File: src/hdl/c3d_pkg.sv
// ----------------------------------------------------------------------------
// c3d_pkg
// Shared types and constants of the 3x3x3 int16 volume convolution.
// ----------------------------------------------------------------------------
package c3d_pkg;

    localparam int MAX_WIDTH  = 128;
    localparam int MAX_SLICES = 1024;
    localparam int W_BITS     = $clog2(MAX_WIDTH);
    localparam int S_BITS     = $clog2(MAX_SLICES);
    localparam int TAPS       = 27;
    localparam int FIFO_DEPTH = 8;
    localparam int FIFO_AW    = $clog2(FIFO_DEPTH);

    localparam logic FUNC_COEFF = 1'b0;
    localparam logic FUNC_VOXEL = 1'b1;

    typedef enum logic [1:0] {
        CFG_LINE_WIDTH  = 2'd0,
        CFG_SLICE_COUNT = 2'd1,
        CFG_NORM_SHIFT  = 2'd2,
        CFG_SAT_MODE    = 2'd3
    } t_cfg_idx;

    typedef struct packed {
        logic               func;
        logic [4:0]         coeff_index;
        logic signed [31:0] coeff_value;
        logic signed [15:0] voxel;
    } t_in;

    typedef struct packed {
        logic signed [15:0] result;
        logic               last;
    } t_out;

    typedef struct packed {
        logic [7:0]  line_width;
        logic [10:0] slice_count;
        logic [4:0]  norm_shift;
        logic        saturate_mode;
    } t_cfg;

    typedef struct packed {
        logic valid;
        logic last;
    } t_win_ctl;

    typedef logic signed [15:0] t_sample;
    // column index kz*3+ky, window index kz*9+ky*3+kx
    typedef t_sample [8:0]      t_col;
    typedef t_sample [TAPS-1:0] t_window;

endpackage

File: src/hdl/c3d_fifo.sv
// ----------------------------------------------------------------------------
// c3d_fifo
// Small result queue between the arithmetic pipeline and the output channel.
// ----------------------------------------------------------------------------
module c3d_fifo import c3d_pkg::*; (
    input  logic i_clk,
    input  logic i_rst_n,
    input  logic i_push,
    input  t_out i_data,
    input  logic i_stall,
    output logic o_valid,
    output t_out o_data
);

    t_out               r_mem [FIFO_DEPTH];
    logic [FIFO_AW-1:0] r_wp, r_rp;
    logic [FIFO_AW:0]   r_cnt;
    logic               pop;

    assign o_valid = (r_cnt != '0);
    assign o_data  = r_mem[r_rp];
    assign pop     = o_valid && !i_stall;

    always_ff @(posedge i_clk) begin
        if (i_push) r_mem[r_wp] <= i_data;
    end

    always_ff @(posedge i_clk) begin
        if (!i_rst_n) begin
            r_wp  <= '0;
            r_rp  <= '0;
            r_cnt <= '0;
        end else begin
            if (i_push) r_wp <= r_wp + FIFO_AW'(1);
            if (pop)    r_rp <= r_rp + FIFO_AW'(1);
            r_cnt <= r_cnt + (FIFO_AW+1)'(i_push) - (FIFO_AW+1)'(pop);
        end
    end

endmodule

File: config.mk
export PLATFORM = sky130hd
export DESIGN_NAME = c3d_fifo
export DESIGN_NICKNAME = d
export VERILOG_FILES = /design/src/hdl/c3d_pkg.sv /design/src/hdl/c3d_fifo.sv
export SDC_FILE = /design/constraint.sdc
export NUM_CORES = 1
export LEC_CHECK = 0
export ABC_AREA = 1
export BUFFER_PORTS_ARGS = -buffer_cell sky130_fd_sc_hd__buf_2
export CAP_MARGIN = 5
export CORE_MARGIN = 1
export CORE_UTILIZATION = 35
export DETAILED_ROUTE_END_ITERATION = 16
export GPL_ROUTABILITY_DRIVEN = 0
export PLACE_DENSITY = 0.61
export SYNTH_ARGS = -nofsm -noshare
export SYNTH_HDL_FRONTEND = slang
export SYNTH_SLANG_ARGS = --single-unit
File: constraint.sdc
create_clock -name i_clk -period 1.9 [get_ports i_clk]
set_input_delay 0 -clock i_clk [delete_from_list [all_inputs] [get_ports i_clk]]
set_output_delay 0 -clock i_clk [all_outputs]
set_load 0.02 [all_outputs]
# ---- Yosys cells after proc, flatten, opt, wreduce, memory -nomap -nowiden
# Memory sizes are Yosys's and may differ from the RTL's. A register that Yosys moved wholly into a read port is not among the register bits.
# Index checks and enable logic that the tools add are counted.
dict set report word_totals {
  output_inout_bits 18
  in_bits 21
  memories 1
  ram_bits 136
  reg_bits 10
  wordCells 15
}
# memory depth word_bits rd rd_clocked_by_memory_dff wr line
set mem_list {}
lappend mem_list {r_mem 8 17 1 1 1 c3d_fifo.sv:15} ;# t_out r_mem [FIFO_DEPTH];
dict set report classes {
  reduce_logical 3
  n_mux 4
  addsub 4
}
# op count
set op_table {}
lappend op_table {{3-bit by 1-bit adder with 3-bit output (second input constant)} 2}
lappend op_table {{3-bit 2-to-1 mux} 2}
lappend op_table {{4-bit by 1-bit adder with 4-bit output} 1}
lappend op_table {{4-bit nonzero test} 1}
lappend op_table {{4-bit by 1-bit subtractor with 4-bit output} 1}
lappend op_table {{1-bit 2-to-1 mux} 2}
lappend op_table {{1-bit logical AND} 1}
lappend op_table {{1-bit logical NOT} 1}

# ---- Logic depth before layout (Yosys ltp)
dict set report logic_depth {
  depth_word 4
  mapped_depth 11
  mapped_depth_nobuf 11
}

# ---- Least setup slack after synthesis
# No wires, ideal clock.
dict set report synth_path {
  kind {register -> register}
  from {register r_cnt[2]}
  to {register r_cnt[2]}
  setup_ps 119
  period_less_slack_ps 1976
  path_stages_with_launch 11
  t_required_ps 1781
  t_arrival_ps 1857
  n_path_buf 0
  slack_ps -76
  path_cell_list {dfxtp_1 inv_1 ha_1 nand3_1 nand3_1 o21ai_0 ha_1 inv_1 fa_1 o21ai_0 a21oi_1}
}
dict set report synth_via {
  elab_chain_len 3
  word_cells_on_any_way 4
  classes_between {2 x add/sub; 2 x reduce/logical}
}
# item line
set synth_lines {}
lappend synth_lines {{start: declaration} c3d_fifo.sv:17} ;# logic [FIFO_AW:0] r_cnt;
lappend synth_lines {{start signal: assignment} c3d_fifo.sv:36} ;# r_cnt <= r_cnt + (FIFO_AW+1)'(i_push) - (FIFO_AW+1)'(pop);
lappend synth_lines {{4-bit nonzero test} c3d_fifo.sv:20} ;# assign o_valid = (r_cnt != '0);
lappend synth_lines {{named net o_valid} c3d_fifo.sv:11} ;# output logic o_valid,
lappend synth_lines {{1-bit logical AND} c3d_fifo.sv:22} ;# assign pop = o_valid && !i_stall;
lappend synth_lines {{4-bit by 1-bit subtractor with 4-bit output} c3d_fifo.sv:36}
# The timed path passes the listed nets, and every way through them passes these cells.
# A chain may end at the register's enable or synchronous reset.

# ---- Worst setup path in the final report
dict set report layout_path {
  from {register r_cnt[2]}
  to {register r_cnt[2]}
}
dict set report layout_via {
  elab_chain_len 3
  word_cells_on_any_way 4
  classes_between {2 x add/sub; 2 x reduce/logical}
}
# item line
set layout_lines {}
lappend layout_lines {{branches (longest 2 deep; another with 4-bit by 1-bit adder with 4-bit output)} --}
lappend layout_lines {{4-bit by 1-bit subtractor with 4-bit output (*)} c3d_fifo.sv:36}
# Every way passes the cells marked *.

==> results_dict.tcl <==
set metrics [dict create \
    outcome "finished clean" \
    crit_type "flop to flop" \
    drt_iter0_markers 307 \
    final_common_cell "nand2_1" \
    fin_nets 784 \
    routed_wl_mm 13.49 \
    synth_fp_nets 706 \
    maxSlewHeadroom 0.7404 \
    hp-class "input pin to flop" \
    powerDensity_nw_per_um2 1202 \
    ys_ff_latch 149 \
    p_int_w 0.006736 \
    grtUsageTotal 0.1520 \
    io_pins 39 \
    min_period_over_period 0.9274 \
    fill_cells 1669 \
    overflow 0 \
    synthCells 678 \
    routedWlPerCell_um 13.51 \
    syn_avg_cell_area_um2 9.690 \
    clk_latency_ns 0.41 \
    ant_nets 0 \
    coreArea_um2 18210 \
    synth_cell_types 18 \
    sequentialPowerShare 0.394 \
    antenna_found_initial 0 \
    fp.dieW_um 139.0 \
    grt_setup_unrepaired "no" \
    cts_setup_buffers 0 \
    clock_power_share 0.364 \
    final_cells 998 \
    drv_cap 0 \
    die-height_um 139.0 \
    post-route-util 0.4381 \
    place_ws_ns 0.05674 \
    ir_worst_vdd_v 0.0006918 \
    syn_to_final_growth_pct 21.42 \
    placed_cells 946 \
    fin_ws_ns 0.1379 \
    clockBufferDepth 2 \
    power_w 0.009588 \
    layout.cells.most_common_list "nand2_1, inv_1, edfxtp_1" \
    clock_skew_ns 0.004884 \
    netlist_area_um2 6570 \
    clk_pin_slew_ns 0.06 \
    htreeDepth 4 \
    numCtsBuffers 17 \
    p_leak_nw 3.677 \
    power_switching_w 0.002852 \
    dp_hpwl_mm 8.260 \
    grt_pass1_vias 4351 \
    fmax_mhz 567.5 \
    pwr-share-comb 0.242 \
    tritoncts "built" \
    drv_slew 0 \
    port_buffers 38 \
    min_period_ns 1.762 \
    yosys_warnings 0 \
    drc 0 \
    worstPathMaxFanout 3 \
    clockRootBuffer "clkbuf_16" \
    ys_seq_area_frac 0.6612 \
    p_sw_frac 0.2974 \
    rows 49 \
    worst_pin_slew_ns 0.3889 \
    tns_ns 0 \
    crit_arrival_ns 2.07 \
    grt_start_max_net_pins 40 \
    finalHoldViolCount 0 \
    setup_viol 0 \
    initial_utilization 0.3608 \
    vias 4373 \
    avgViaCountPerCell 4.382 \
    clock_sinks 149 \
    n_antenna_cell 0 \
    required_ns 2.20 \
    grt_pass1_wl_mm 22.14 \
    die_area_um2 19320 \
    dr.pass1.iters 6 \
    critPathCaptureType "flop" \
    critPathLaunchType "flop" \
    drive_gt1_frac 0.1456 \
]
layer usage:
layer	vias up	share of wire	track usage
met5	-	0	0
met4	0	0.022	0.07135
met3	20	0.039	0.03349
met2	85	0.50	0.2557
met1	2005	0.44	0.1860
li1	2263	-	-
power by group through the flow:
stage / registers [W] / clock network, W / logic [W]
detailed placement: 0.00384 / 0 / 0.00229
global route: 0.00379 / 0.00368 / 0.00264
floorplan: 0.00382 / 0 / 0.00163
CTS: 0.00377 / 0.00355 / 0.00234
global placement: 0.00383 / 0 / 0.00226
finish: 0.00377 / 0.00349 / 0.00232
final cells by class:
cell class	instances	area, um2	area share
tap	229	286.5	0.03592
timing repair buffer	85	616.8	0.07732
clock inverter	12	173.9	0.02180
clock buffer	20	446.7	0.05599
sequential	149	4345	0.5447
multi-input combinational	348	1524	0.1910
inverter	155	584.3	0.07324
per-stage QoR:
stage,hold WS (ns),instance area [um2]
after floorplan,0.09887,6575
after global placement,0.2774,7132
after detailed placement,0.2849,7132
after CTS,0.3793,7953
after global routing,0.3965,7978
final,0.3899,7978
cells by family after synthesis:
kind of cell             share of synthesized area
AO/OA/AOI/OAI                             0.009141
adder cells (fa/ha/maj)                    0.01447
buffers and inverters                       0.1124
flip-flops                                  0.6612
AND/OR/NAND/NOR                             0.2028
worst paths after layout:
kind / start / end / slack [ns] / depth (start not counted)
min: i_data[9] / r_mem[1][9] / 0.39 / 2
max reg2reg: r_cnt[2] / r_cnt[2] / 0.14 / 10
min reg2reg: r_wp[0] / r_wp[0] / 0.50 / 2
max: r_cnt[2] / r_cnt[2] / 0.14 / 10
cell usage after synthesis:
cell | number | area, um2
a21oi_1 | 8 | 40.04
or2_2 | 2 | 12.51
buf_6 | 4 | 45.04
nand3_1 | 74 | 370.4
dfxtp_1 | 13 | 260.3
inv_2 | 2 | 7.510
buf_1 | 1 | 3.750
buf_4 | 3 | 22.52
nor2_1 | 18 | 67.56
nand2_1 | 235 | 882.1
inv_1 | 152 | 570.6
o21ai_0 | 4 | 20.02
buf_2 | 14 | 70.07
fa_1 | 1 | 20.02
edfxtp_1 | 136 | 4084
ha_1 | 6 | 75.07
clkinv_1 | 1 | 3.750
clkbuf_1 | 4 | 15.01
registers in the layout (all words and copies together) (netlist names), named ones only:
| register | count |
|---|---|
| r_mem | 136 |
| r_cnt | 4 |
| r_wp | 3 |
| r_rp | 3 |
worst max-delay path, stage by stage, from the launching register on:
cell and delay (ns):
dfxtp_1 0.30, inv_1 0.05, ha_1 0.22, nand3_2 0.09
nand3_2 0.10, o21ai_2 0.08, ha_2 0.18, inv_1 0.05
fa_1 0.38, o21ai_1 0.15, a21oi_1 0.05
what timing repair did:
action                                  in CTS  in global routing
gates resized for setup                      0                 10
endpoints found under the hold margin      149                  0
endpoints found under the setup margin       0                  3
hold buffers                                20                  0
Power figures use the tool's default switching activity.
